===== config.mk =====
export PLATFORM = sky130hd
export DESIGN_NAME = battery_pack_cell_statistics
export DESIGN_NICKNAME = d
export VERILOG_FILES = /design/src/hw/rtl/bpcs_pkg.sv /design/src/hw/rtl/battery_pack_cell_statistics.sv
export SDC_FILE = /design/constraint.sdc
export NUM_CORES = 1
export LEC_CHECK = 0
export BUFFER_PORTS_ARGS = -buffer_cell sky130_fd_sc_hd__buf_2
export CORE_ASPECT_RATIO = 2
export CORE_MARGIN = 1
export CORE_UTILIZATION = 65
export CTS_BUF_LIST = sky130_fd_sc_hd__clkbuf_16
export DETAILED_ROUTE_END_ITERATION = 10
export GPL_TIMING_DRIVEN = 0
export PLACE_DENSITY = 0.86
export SYNTH_ARGS = -nofsm -noshare
export SYNTH_HDL_FRONTEND = slang
export SYNTH_SLANG_ARGS = --single-unit

===== constraint.sdc =====
create_clock -name clk -period 19.3 [get_ports clk]
set_input_delay 0.965 -clock clk [delete_from_list [all_inputs] [get_ports clk]]
set_output_delay 0.965 -clock clk [all_outputs]
set_load 0.02 [all_outputs]

===== src/hw/rtl/bpcs_pkg.sv =====
// ----------------------------------------------------------------------------
// bpcs_pkg
// Shared types and constants for the battery pack cell statistics block.
// ----------------------------------------------------------------------------
package bpcs_pkg;

	localparam int unsigned MV_W        = 16;
	localparam int unsigned CV_W        = 16;
	localparam int unsigned POS_W       = 5;
	localparam int unsigned TEMP_W      = 12;
	localparam int unsigned TEMP2_W     = 13;
	localparam int unsigned CNT_W       = 3;
	localparam int unsigned IDX_W       = 8;
	localparam int unsigned IDX_WIDE_W  = 9;
	localparam int unsigned PACK_TOT_W  = 19;
	localparam int unsigned PACK_MIN_W  = 13;
	localparam int unsigned AVG_W       = 15;
	localparam int unsigned IN_DATA_W   = 96;
	localparam int unsigned OUT_DATA_W  = 152;

	// Average by reciprocal multiply: floor(total * 10 / cells) is exact for
	// 19-bit totals and up to 256 cells with this shift.
	localparam int unsigned AVG_SHIFT   = 27;
	localparam int unsigned AVG_RECIP_W = 31;
	localparam int unsigned AVG_PROD_W  = PACK_TOT_W + AVG_RECIP_W;

	typedef logic signed [TEMP_W-1:0]  temp_t;
	typedef logic signed [TEMP2_W-1:0] temp2_t;

	localparam temp_t                   TEMP_MAX_INIT = -12'sd1000;
	localparam temp_t                   TEMP_MIN_INIT = 12'sd2000;
	localparam logic [PACK_MIN_W-1:0]   VMIN_INIT     = 13'd5000;

	// Input word, last-declared field in the lowest bits.
	typedef struct packed {
		logic [3:0]       pad;
		logic [POS_W-1:0] min_temp_cell;
		logic [POS_W-1:0] max_temp_cell;
		temp_t            temp_min_dc;
		temp_t            temp_max_dc;
		logic [POS_W-1:0] min_volt_cell;
		logic [POS_W-1:0] max_volt_cell;
		logic [CV_W-1:0]  module_total_cv;
		logic [MV_W-1:0]  cell_min_mv;
		logic [MV_W-1:0]  cell_max_mv;
	} in_item_t;

	// Result word, last-declared field in the lowest bits.
	typedef struct packed {
		logic [6:0]            pad;
		logic [IDX_W-1:0]      min_temp_index;
		logic [IDX_W-1:0]      max_temp_index;
		temp2_t                temp_spread;
		temp2_t                temp_sum;
		temp_t                 min_temp_adj;
		temp_t                 max_temp_adj;
		logic [IDX_W-1:0]      min_volt_index;
		logic [IDX_W-1:0]      max_volt_index;
		logic [AVG_W-1:0]      avg_cell_mv;
		logic [PACK_MIN_W-1:0] pack_min_mv;
		logic [MV_W-1:0]       pack_max_mv;
		logic [PACK_TOT_W-1:0] pack_total_cv;
	} out_item_t;

	// Subtract the fixed offset of each 5-degree band; low end included.
	function automatic temp_t band_correct(input temp_t t);
		temp_t r;
		r = t;
		if (t >= 12'sd200 && t < 12'sd250) begin
			r = t - 12'sd42;
		end else if (t >= 12'sd250 && t < 12'sd300) begin
			r = t - 12'sd47;
		end else if (t >= 12'sd300 && t < 12'sd350) begin
			r = t - 12'sd38;
		end else if (t >= 12'sd350 && t < 12'sd500) begin
			r = t - 12'sd47;
		end else if (t >= 12'sd500 && t < 12'sd550) begin
			r = t - 12'sd48;
		end else if (t >= 12'sd550 && t < 12'sd650) begin
			r = t - 12'sd60;
		end
		return r;
	endfunction

endpackage


===== src/hw/rtl/battery_pack_cell_statistics.sv =====
// ----------------------------------------------------------------------------
// battery_pack_cell_statistics
// Collects one report per battery module and emits the pack statistics.
// ----------------------------------------------------------------------------
// Feed one word per module, in module order 0 .. MODULES-1. Each word carries
// the module's voltage extremes, its total and its temperature extremes with
// the cell positions. The block takes one module word per clock while the
// output does not stall. Nothing comes out until the word of the last module,
// which passes the input register, the pack register and the result register
// before one result word leaves, and the block starts over on the next pack.
// On a tie the earlier module keeps a voltage extreme and the later module
// takes a temperature extreme. Temperatures are in 0.1 degree and are
// corrected per 5-degree band only at the output; the average is the pack
// total times ten over the cell count, found by a reciprocal multiply in the
// result stage.
// ----------------------------------------------------------------------------
module battery_pack_cell_statistics
	import bpcs_pkg::*;
#(
	parameter int unsigned MODULES          = 7,
	parameter int unsigned CELLS_PER_MODULE = 24
) (
	input  logic                  clk,
	input  logic                  arst_n,

	input  logic                  s_tvalid,
	output logic                  s_tready,
	// cell_max_mv, cell_min_mv, module_total_cv, max_volt_cell, min_volt_cell,
	// temp_max_dc, temp_min_dc, max_temp_cell, min_temp_cell, zero fill
	input  logic [IN_DATA_W-1:0]  s_tdata,

	output logic                  m_tvalid,
	input  logic                  m_tready,
	// pack_total_cv, pack_max_mv, pack_min_mv, avg_cell_mv, max_volt_index,
	// min_volt_index, max_temp_adj, min_temp_adj, temp_sum, temp_spread,
	// max_temp_index, min_temp_index, zero fill
	output logic [OUT_DATA_W-1:0] m_tdata
);

	localparam longint unsigned CELLS_TOTAL = longint'(MODULES) * longint'(CELLS_PER_MODULE);
	localparam longint unsigned AVG_RECIP_L =
		((64'd10 << AVG_SHIFT) + CELLS_TOTAL - 64'd1) / CELLS_TOTAL;
	localparam logic [AVG_RECIP_W-1:0] AVG_RECIP = AVG_RECIP_W'(AVG_RECIP_L);
	localparam logic [CNT_W-1:0]       LAST_MOD  = CNT_W'(MODULES - 1);
	localparam logic [IDX_WIDE_W-1:0]  CPM       = IDX_WIDE_W'(CELLS_PER_MODULE);
	localparam logic [POS_W:0]         CPM_POS   = (POS_W + 1)'(CELLS_PER_MODULE);

	// ---------------- handshake chain ----------------
	logic ready1, ready2, ready3;
	logic valid_s1, valid_s2, valid_s3;
	logic adv1;

	assign ready3   = !valid_s3 || m_tready;
	assign ready2   = !valid_s2 || ready3;
	assign ready1   = !valid_s1 || ready2;
	assign adv1     = valid_s1 && ready2;
	assign s_tready = ready1;
	assign m_tvalid = valid_s3;

	// ---------------- input register ----------------
	in_item_t in_s1;

	always_ff @(posedge clk or negedge arst_n) begin
		if (!arst_n) begin
			valid_s1 <= 1'b0;
		end else if (ready1) begin
			valid_s1 <= s_tvalid;
		end
	end

	always_ff @(posedge clk) begin
		if (ready1 && s_tvalid) begin
			in_s1 <= in_item_t'(s_tdata);
		end
	end

	// ---------------- running pack registers ----------------
	logic [CNT_W-1:0]      cnt_q;
	logic [PACK_TOT_W-1:0] total_q;
	logic [MV_W-1:0]       vmax_q;
	logic [PACK_MIN_W-1:0] vmin_q;
	logic [IDX_W-1:0]      vmax_idx_q, vmin_idx_q;
	temp_t                 tmax_q, tmin_q;
	logic [IDX_W-1:0]      tmax_idx_q, tmin_idx_q;

	logic                  first, last;
	logic [IDX_WIDE_W-1:0] vrow, trow;
	logic [POS_W-1:0]      tmax_pos, tmin_pos;
	logic [IDX_W-1:0]      vmax_cand, vmin_cand, tmax_cand, tmin_cand;
	logic                  vmax_upd, vmin_upd, tmax_upd, tmin_upd;
	logic [PACK_MIN_W-1:0] vmin_base;
	temp_t                 tmax_base, tmin_base;

	logic [PACK_TOT_W-1:0] total_nx;
	logic [MV_W-1:0]       vmax_nx;
	logic [PACK_MIN_W-1:0] vmin_nx;
	logic [IDX_W-1:0]      vmax_idx_nx, vmin_idx_nx;
	temp_t                 tmax_nx, tmin_nx;
	logic [IDX_W-1:0]      tmax_idx_nx, tmin_idx_nx;

	// A count of zero marks a fresh pack: the stored extremes are ignored and
	// the start values take their place, so no clearing is needed.
	assign first = (cnt_q == '0);
	assign last  = (cnt_q == LAST_MOD);

	// Cell indices: voltage rows start one module late, temperature is one-based.
	assign vrow = (IDX_WIDE_W'(cnt_q) + IDX_WIDE_W'(1)) * CPM;
	assign trow = IDX_WIDE_W'(cnt_q) * CPM;

	// Treat a temperature position past the module as cell 0.
	assign tmax_pos = ({1'b0, in_s1.max_temp_cell} >= CPM_POS) ? '0 : in_s1.max_temp_cell;
	assign tmin_pos = ({1'b0, in_s1.min_temp_cell} >= CPM_POS) ? '0 : in_s1.min_temp_cell;

	always_comb begin
		vmax_cand = IDX_W'(vrow + IDX_WIDE_W'(in_s1.max_volt_cell));
		vmin_cand = IDX_W'(vrow + IDX_WIDE_W'(in_s1.min_volt_cell));
		tmax_cand = IDX_W'(trow + IDX_WIDE_W'(tmax_pos) + IDX_WIDE_W'(1));
		tmin_cand = IDX_W'(trow + IDX_WIDE_W'(tmin_pos) + IDX_WIDE_W'(1));

		total_nx  = (first ? '0 : total_q) + PACK_TOT_W'(in_s1.module_total_cv);

		// Voltage: strict compares, earlier module keeps a tie.
		vmax_upd  = first || (in_s1.cell_max_mv > vmax_q);
		vmax_nx   = vmax_upd ? in_s1.cell_max_mv : vmax_q;
		vmax_idx_nx = vmax_upd ? vmax_cand : vmax_idx_q;

		vmin_base = first ? VMIN_INIT : vmin_q;
		vmin_upd  = (in_s1.cell_min_mv < MV_W'(vmin_base));
		vmin_nx   = vmin_upd ? PACK_MIN_W'(in_s1.cell_min_mv) : vmin_base;
		vmin_idx_nx = vmin_upd ? vmin_cand : (first ? '0 : vmin_idx_q);

		// Temperature: inclusive compares, later module takes a tie. The
		// index always comes from module 0 at the start of a pack.
		tmax_base = first ? TEMP_MAX_INIT : tmax_q;
		tmax_upd  = (tmax_base <= in_s1.temp_max_dc);
		tmax_nx   = tmax_upd ? in_s1.temp_max_dc : tmax_base;
		tmax_idx_nx = (tmax_upd || first) ? tmax_cand : tmax_idx_q;

		tmin_base = first ? TEMP_MIN_INIT : tmin_q;
		tmin_upd  = (tmin_base >= in_s1.temp_min_dc);
		tmin_nx   = tmin_upd ? in_s1.temp_min_dc : tmin_base;
		tmin_idx_nx = (tmin_upd || first) ? tmin_cand : tmin_idx_q;
	end

	always_ff @(posedge clk or negedge arst_n) begin
		if (!arst_n) begin
			cnt_q <= '0;
		end else if (adv1) begin
			cnt_q <= last ? '0 : cnt_q + CNT_W'(1);
		end
	end

	always_ff @(posedge clk) begin
		if (adv1) begin
			total_q    <= total_nx;
			vmax_q     <= vmax_nx;
			vmin_q     <= vmin_nx;
			vmax_idx_q <= vmax_idx_nx;
			vmin_idx_q <= vmin_idx_nx;
			tmax_q     <= tmax_nx;
			tmin_q     <= tmin_nx;
			tmax_idx_q <= tmax_idx_nx;
			tmin_idx_q <= tmin_idx_nx;
		end
	end

	// ---------------- pack register: hold the finished pack ----------------
	logic [PACK_TOT_W-1:0] total_s2;
	logic [MV_W-1:0]       vmax_s2;
	logic [PACK_MIN_W-1:0] vmin_s2;
	logic [IDX_W-1:0]      vmax_idx_s2, vmin_idx_s2;
	temp_t                 tmax_s2, tmin_s2;
	logic [IDX_W-1:0]      tmax_idx_s2, tmin_idx_s2;

	always_ff @(posedge clk or negedge arst_n) begin
		if (!arst_n) begin
			valid_s2 <= 1'b0;
		end else if (ready2) begin
			valid_s2 <= valid_s1 && last;
		end
	end

	always_ff @(posedge clk) begin
		if (adv1 && last) begin
			total_s2    <= total_nx;
			vmax_s2     <= vmax_nx;
			vmin_s2     <= vmin_nx;
			vmax_idx_s2 <= vmax_idx_nx;
			vmin_idx_s2 <= vmin_idx_nx;
			tmax_s2     <= tmax_nx;
			tmin_s2     <= tmin_nx;
			tmax_idx_s2 <= tmax_idx_nx;
			tmin_idx_s2 <= tmin_idx_nx;
		end
	end

	// ---------------- result register ----------------
	temp_t                 tmax_adj, tmin_adj;
	logic [AVG_PROD_W-1:0] avg_prod;
	out_item_t             res;
	out_item_t             out_s3;

	always_comb begin
		tmax_adj = band_correct(tmax_s2);
		tmin_adj = band_correct(tmin_s2);
		avg_prod = AVG_PROD_W'(total_s2) * AVG_PROD_W'(AVG_RECIP);

		res                = '0;
		res.pack_total_cv  = total_s2;
		res.pack_max_mv    = vmax_s2;
		res.pack_min_mv    = vmin_s2;
		res.avg_cell_mv    = avg_prod[AVG_SHIFT +: AVG_W];
		res.max_volt_index = vmax_idx_s2;
		res.min_volt_index = vmin_idx_s2;
		res.max_temp_adj   = tmax_adj;
		res.min_temp_adj   = tmin_adj;
		res.temp_sum       = TEMP2_W'(tmax_adj) + TEMP2_W'(tmin_adj);
		res.temp_spread    = TEMP2_W'(tmax_adj) - TEMP2_W'(tmin_adj);
		res.max_temp_index = tmax_idx_s2;
		res.min_temp_index = tmin_idx_s2;
	end

	always_ff @(posedge clk or negedge arst_n) begin
		if (!arst_n) begin
			valid_s3 <= 1'b0;
		end else if (ready3) begin
			valid_s3 <= valid_s2;
		end
	end

	always_ff @(posedge clk) begin
		if (ready3 && valid_s2) begin
			out_s3 <= res;
		end
	end

	assign m_tdata = OUT_DATA_W'(out_s3);

endmodule


==> results of run 1 <==
[routing by layer]
layer,vias to the layer above,part of all wire [%],GRT usage (%)
met2,621,55,58.3
met1,8545,33,30.2
met4,8,7.5,20.7
met5,-,0.088,0
li1,8044,-,-
met3,237,4.8,4.76
[sequential cells by signal, summed over array words and instances, names as in the netlist, 3 cells and up]
name         count
vmax_q          16
vmin_q          13
tmax_s2         12
tmin_s2         12
tmin_q          12
tmax_q          12
vmax_s2         16
total_q         19
total_s2        19
vmax_idx_s2      8
vmin_idx_s2      8
tmin_idx_s2      8
vmax_idx_q       8
m_tdata        144
tmax_idx_q       8
tmin_idx_q       8
vmin_idx_q       8
in_s1           92
vmin_s2         13
tmax_idx_s2      8
cnt_q            3
[critical path, stage by stage (launching register included)]
cell and delay [ps]:
edfxtp_1 530, fa_1 660, inv_1 130, fa_1 550, fa_1 520, fa_1 620, inv_1 90, fa_1 540
inv_1 50, fa_1 530, inv_1 50, ha_1 300, and4_1 250, and3_1 190, nand4_1 110, a31oi_1 390
o21ai_1 180, a31oi_1 320, a31oi_1 190, o311ai_1 470, a21oi_1 180, xnor2_1 160
[per-stage QoR]
step / utilization (%) / instances / worst slack [ps]
global route: 74.2 / 3007 / 11620
global placement: 70.6 / 2929 / 10590
detailed placement: 71.0 / 2936 / 11970
floorplan: - / 2152 / 13110
finish: 74.2 / 3008 / 11990
CTS: 74.2 / 3006 / 11900
[path summary, 6_finish.rpt]
| kind | from | to | slack (ps) | cells after the start |
|---|---|---|---|---|
| worst max register to register | total_s2[16] | m_tdata[62] | 11990 | 21 |
| worst max-delay path | total_s2[16] | m_tdata[62] | 11990 | 21 |
| worst min register to register | vmax_idx_s2[0] | m_tdata[63] | 420 | 0 |
| worst min-delay path | arst_n | cnt_q[1] | 220 | 1 |
| min in group clk | vmax_idx_s2[0] | m_tdata[63] | 420 | 0 |
| max in group asynchronous | arst_n | cnt_q[2] | 18930 | 1 |
[cell families (layout without fill, tap and decap cells)]
kind of cell,after synthesis,in the layout,share of synthesized area (%)
AOI/OAI and AO/OA,360,360,8.69
xor gates and xnor gates,95,95,3.07
adders and majority gates,425,425,23.8
buffers and inverters,405,724,5.83
DFF,450,450,49.7
muxes,58,58,2.38
other,1,9,0.0138
and+or+nand+nor,352,352,6.50
[layout by cell type (no fill, tap or decap), types with 5 or more instances in the layout]
cell type	n
a211oi_1	9
conb_1	7
clkbuf_16	40
a21o_1	33
nand2b_1	26
xor2_1	22
o21a_1	21
edfxtp_1	444
clkinv_1	7
dfrtp_1	6
ha_1	273
fa_1	152
mux2_1	11
mux2_2	40
o21ai_0	79
a21oi_1	93
o22ai_1	6
nand2_1	108
mux2i_1	7
buf_4	8
nor2b_1	23
bufinv_16	5
buf_2	254
and3_1	7
nand3_1	17
xnor2_1	73
nor3_1	18
a31oi_1	19
o21ai_1	8
o211ai_1	7
inv_1	356
a22oi_1	9
and2_1	40
clkbuf_1	28
nand4_1	14
nor4_1	5
o21bai_1	18
nor2_1	70
[final cells by class]
type,instances,area (µm²),area share (%)
Antenna cell,2,5.00,0.0164
Buffer,51,251,0.824
Clock buffer,40,1000,3.28
Clock inverter,30,305,1.00
Inverter,354,1330,4.37
Multi-Input combinational cell,1297,12100,39.6
Sequential cell,450,13500,44.2
Tap cell,535,669,2.19
Timing Repair Buffer,249,1380,4.53
==> flow_summary_export.csv, run 1 <==
group,metric,value,unit
clock_network,cts_buffer_depth,3,
synth,synth_async_sr_flop_share,1.33,%
sta,tns,0,ps
min_path,hold_class,"in -> async",
sta,hold_violations,0,
routing,ant_nets,0,
synth,synth_flop_cell,"edfxtp_1",
synth,syn-cell-area,27100,µm²
die,core,41100,µm²
die,chipHeight,291,µm
synth,synth.avg_cell_area,12.6,µm²
synth,yosysMostFrequentCell,"edfxtp_1",
die,rows,105,
routing,vias,17500,
layout,fin_area,30500,µm²
sta,worst_pin_slew,975,ps
sta,slew_headroom,34.7,%
sta,min_period,7310,ps
synth,synth_commonest_cells,"edfxtp_1, inv_1, ha_1",
synth,synth_warnings,0,
synth,synth.top_cell.area_share,49.2,%
place,io_buffers,242,
synth,synth_area_leaders,"edfxtp_1, ha_1, fa_1",
synth,ys_types,82,
synth,yosysTopAreaCell,"edfxtp_1",
sta,rsz0062_at_grt,"no",
routing,routed_wl,63.8,mm
critical_path,path_max_fanout,6,
grt,grt_pass1_vias,19000,
sta,finalSetupViolations,0,
place,placed_area,29200,µm²
critical_path,worstSetupStartpointType,"flip-flop",
routing,detail_route.first_pass.iterations,6,
sta,fmax,137,MHz
synth,seq_area_frac_synth,49.7,%
critical_path,critPathCaptureType,"flip-flop",
critical_path,worstPathRequired,19590,ps
synth,synth_cells,2146,
place,hpwl,49.0,mm
sta,min_period_over_period,37.9,%
flow_run,maxCapViolCount,0,
clock_network,ctsResizeCount,0,
grt,grt_max_degree,67,
sta,whs,223,ps
critical_path,critical_path_class,"reg -> reg",
routing,drc,0,
grt,overflow,0,
clock_network,cts_num_sinks,450,
critical_path,cp.arrival,7600,ps
layout,drive_gt1_share,16.3,%
clock_network,clk_pin_slew,70,ps
clock_network,ctsHoldBuffers,0,
clock_network,cts_root_buf,"clkbuf_16",
clock_network,tritoncts,"built",
routing,drt_iter0_markers,870,
clock_network,cts_max_level,2,
grt,grt_antenna_before_repair,7,
sta,report.final.slew_viol_count,0,
layout,fillers,2614,
die,die_w,146,µm
sta,finClkSkew,17.8,ps
routing,routed_via_density,5.80,
die,start_util,66.0,%
die,top_level_ports,254,
synth,synth-edff-count,444,
routing,routedWlPerCell,21.2,µm
die,fp.dieArea,42600,µm²
grt,grt_util_all_layers,30.8,%
grt,grt_first_pass_wirelength,99.1,mm
clock_network,clkLatencyLatePin,560,ps
synth,ys_ff_latch,450,
place,gp_congestion,0.956,
status,outcome,"finished clean",
clock_network,post_cts_buffers,0,
layout,area_growth,12.5,%
clock_network,cts_inserted_buffers,39,
layout,finalNetCount,2967,
Power of run 1 is not shown: default switching activity piles up to over one toggle a cycle in this logic, so the estimate is an artifact.
==> run 2: changes to the inputs <==
--- a/config.mk
+++ b/config.mk
@@ -5,14 +5,15 @@
 export SDC_FILE = /design/constraint.sdc
 export NUM_CORES = 1
 export LEC_CHECK = 0
+export ABC_AREA = 1
 export BUFFER_PORTS_ARGS = -buffer_cell sky130_fd_sc_hd__buf_2
 export CORE_ASPECT_RATIO = 2
 export CORE_MARGIN = 1
-export CORE_UTILIZATION = 65
+export CORE_UTILIZATION = 61
 export CTS_BUF_LIST = sky130_fd_sc_hd__clkbuf_16
 export DETAILED_ROUTE_END_ITERATION = 10
 export GPL_TIMING_DRIVEN = 0
-export PLACE_DENSITY = 0.86
+export PLACE_DENSITY = 0.81
 export SYNTH_ARGS = -nofsm -noshare
 export SYNTH_HDL_FRONTEND = slang
 export SYNTH_SLANG_ARGS = --single-unit
==> constraint.sdc (replaced) <==
create_clock -name clk -period 7.1 [get_ports clk]
set_input_delay 0.355 -clock clk [delete_from_list [all_inputs] [get_ports clk]]
set_output_delay 0.355 -clock clk [all_outputs]
set_load 0.02 [all_outputs]
==> run 2 against run 1 <==
Worst setup slack worse by 11000 ps. Final cell count up 28%. Count of clock-buffer cells in the layout grew 1. Die area is 13% higher. Clock skew rose by 11 ps.
==> flow_summary_export.csv, run 2 <==
group,metric,value,unit
status,outcome,"finished clean",
routing,ant_nets,0,
critical_path,r2r_end,"m_tdata[60]",
synth,yosysMostFrequentCell,"inv_1",
synth,synth_warnings,0,
place,gp_congestion,1.05,
grt,overflow,0,
place,placed_area,31000,µm²
sta,rsz0062_at_grt,"no",
sta,fmax,152,MHz
critical_path,cp.arrival,6890,ps
synth,synth_cells,2814,
die,start_util,61.8,%
synth,syn-cell-area,28800,µm²
place,io_buffers,242,
synth,synth_xor_area_share,3.34,%
die,chipHeight,309,µm
min_path,hold_path.startpoint,"s_tdata[47]",
layout,largest_reg_flops,144,
critical_path,rr_startpoint,"total_s2[16]",
layout,regArea,13500,µm²
synth,synth_async_sr_flop_share,1.33,%
layout,final_cell_mix,"inv_1, nand2_1, edfxtp_1",
sta,finClkSkew,28.6,ps
routing,detail_route.first_pass.iterations,5,
critical_path,critPathCaptureType,"flip-flop",
clock_network,cts_inserted_buffers,40,
clock_network,ctsResizeCount,0,
synth,synth_mux_area_share,0,%
critical_path,rr_worst_depth,14,
sta,worst_pin_slew,1170,ps
grt,grt_first_pass_wirelength,125,mm
synth,synth_area_leaders,"edfxtp_1, ha_1, fa_1",
grt,grt_util_all_layers,35.1,%
layout,area_growth,15.6,%
routing,routed_wl,82.5,mm
grt,grt_max_degree,71,
clock_network,cts_max_level,2,
synth,synthSimpleGateAreaFrac,13.3,%
routing,vias,21800,
routing,routed_via_density,5.64,
routing,routedWlPerCell,21.4,µm
clock_network,clk_pin_slew,70,ps
min_path,min_to,"in_s1[47]",
sta,report.final.slew_viol_count,0,
synth,ys_types,51,
synth,synthAdderAreaFrac,22.4,%
synth,seq_area_frac_synth,46.8,%
die,top_level_ports,254,
clock_network,clkLatencyLatePin,580,ps
die,core,46700,µm²
clock_network,cts_num_sinks,450,
sta,min_period_over_period,92.9,%
clock_network,cts_buffer_depth,3,
synth,synth_compound_area_share,6.43,%
grt,grt_antenna_before_repair,1,
sta,slew_headroom,21.5,%
min_path,hold_class,"in -> reg",
sta,finalSetupViolations,0,
die,die_w,156,µm
sta,hold_violations,0,
synth,synth_commonest_cells,"inv_1, nand2_1, edfxtp_1",
layout,finalNetCount,3726,
layout,fillers,3267,
clock_network,cts_root_buf,"clkbuf_16",
routing,drt_iter0_markers,1541,
synth,synth_flop_cell,"edfxtp_1",
die,fp.dieArea,48200,µm²
critical_path,critical_path_class,"reg -> reg",
layout,fin_area,33300,µm²
layout,drive_gt1_share,11.6,%
sta,min_period,6600,ps
place,hpwl,61.2,mm
critical_path,path_max_fanout,6,
critical_path,worstPathRequired,7400,ps
critical_path,worstSetupStartpointType,"flip-flop",
synth,synth.avg_cell_area,10.2,µm²
routing,drc,0,
synth,synth.top_cell.area_share,46.3,%
die,rows,112,
synth,ys_ff_latch,450,
critical_path,rrSetupSlack,500,ps
layout,multi_input_area,13100,µm²
synth,yosysTopAreaCell,"edfxtp_1",
synth,synth-edff-count,444,
grt,grt_pass1_vias,22800,
layout,final_common_cell,"inv_1",
synth,synth_top_family_by_area,"adder cells",
clock_network,tritoncts,"built",
flow_run,maxCapViolCount,0,
min_path,hold_depth,1,
==> run 2: cell types whose count changed after synthesis, moves of 54 or more <==
cell / before / now
nor2_1: 71 / 191
nand3_1: 17 / 144
inv_1: 351 / 510
xnor2_1: 73 / 19
xor2_1: 22 / 91
nand2_1: 108 / 497
==> run 2: layer usage <==
metal / global-route usage [%] / part of all wire (%)
met1: 34.3 / 32
met2: 67.2 / 55
met3: 4.72 / 5.2
met4: 24.5 / 7.7
met5: 0 / 0
==> run 2: what timing repair did <==
action | CTS | global route
hold endpoints to repair | 94 | 0
hold buffers | 89 | 0
setup buffers | 0 | 0
==> run 2: cells by family (layout without fill, tap and decap cells) <==
family,count (synthesis),in the layout
other cells,1,9
flops,450,450
buf+inv,576,989
simple gates,917,917
xor+xnor,110,110
fa+ha+maj,425,425
compound gates,335,335
==> run 2: cell type report <==
class                           count  area share [%]
Clock inverter                     33            1.09
Tap cell                          627            2.35
Timing Repair Buffer              339            6.86
Sequential cell                   450            40.5
Clock buffer                       41            3.08
Multi-Input combinational cell   1794            39.4
Antenna cell                        2          0.0150
Inverter                          522            5.90
Buffer                             54           0.815
==> run 2: through the flow <==
stage	utilization [%]	setup TNS, ps	cells	hold WS [ps]	setup WS (ps)
6_report	71.4	0	3862	26.5	502
5_1_grt	71.4	0	3861	10.8	363
4_1_cts	71.4	0	3860	2.29	648
3_5_place_dp	66.5	0	3697	184	666
3_3_place_gp	66.1	-118600	3689	183	-867
2_1_floorplan	-	0	2820	59.4	1500
==> run 2: worst max-delay path by stage <==
stage,start,end,cells past startpoint,slack [ps]
CTS,total_s2[7],m_tdata[61],19,650
detailed placement,total_s2[7],m_tdata[61],19,670
floorplan,m_tvalid,tmax_idx_s2[0],7,1500
finish,total_s2[16],m_tdata[60],14,500
global route,total_s2[16],m_tdata[59],19,360
global placement,m_tready,total_s2[5],9,-870
==> run 2: worst max-delay path, cell delays in order, from the launching register on <==
cell and delay, ps:
edfxtp_1 540, fa_1 590, fa_1 520, fa_1 750, inv_1 110, fa_1 540
inv_1 60, fa_1 460, ha_1 300, ha_1 470, a21oi_1 300, o21ai_0 360
a21oi_1 570, nand4_1 480, xor2_1 270
Power of run 2 is left out for the same reason.
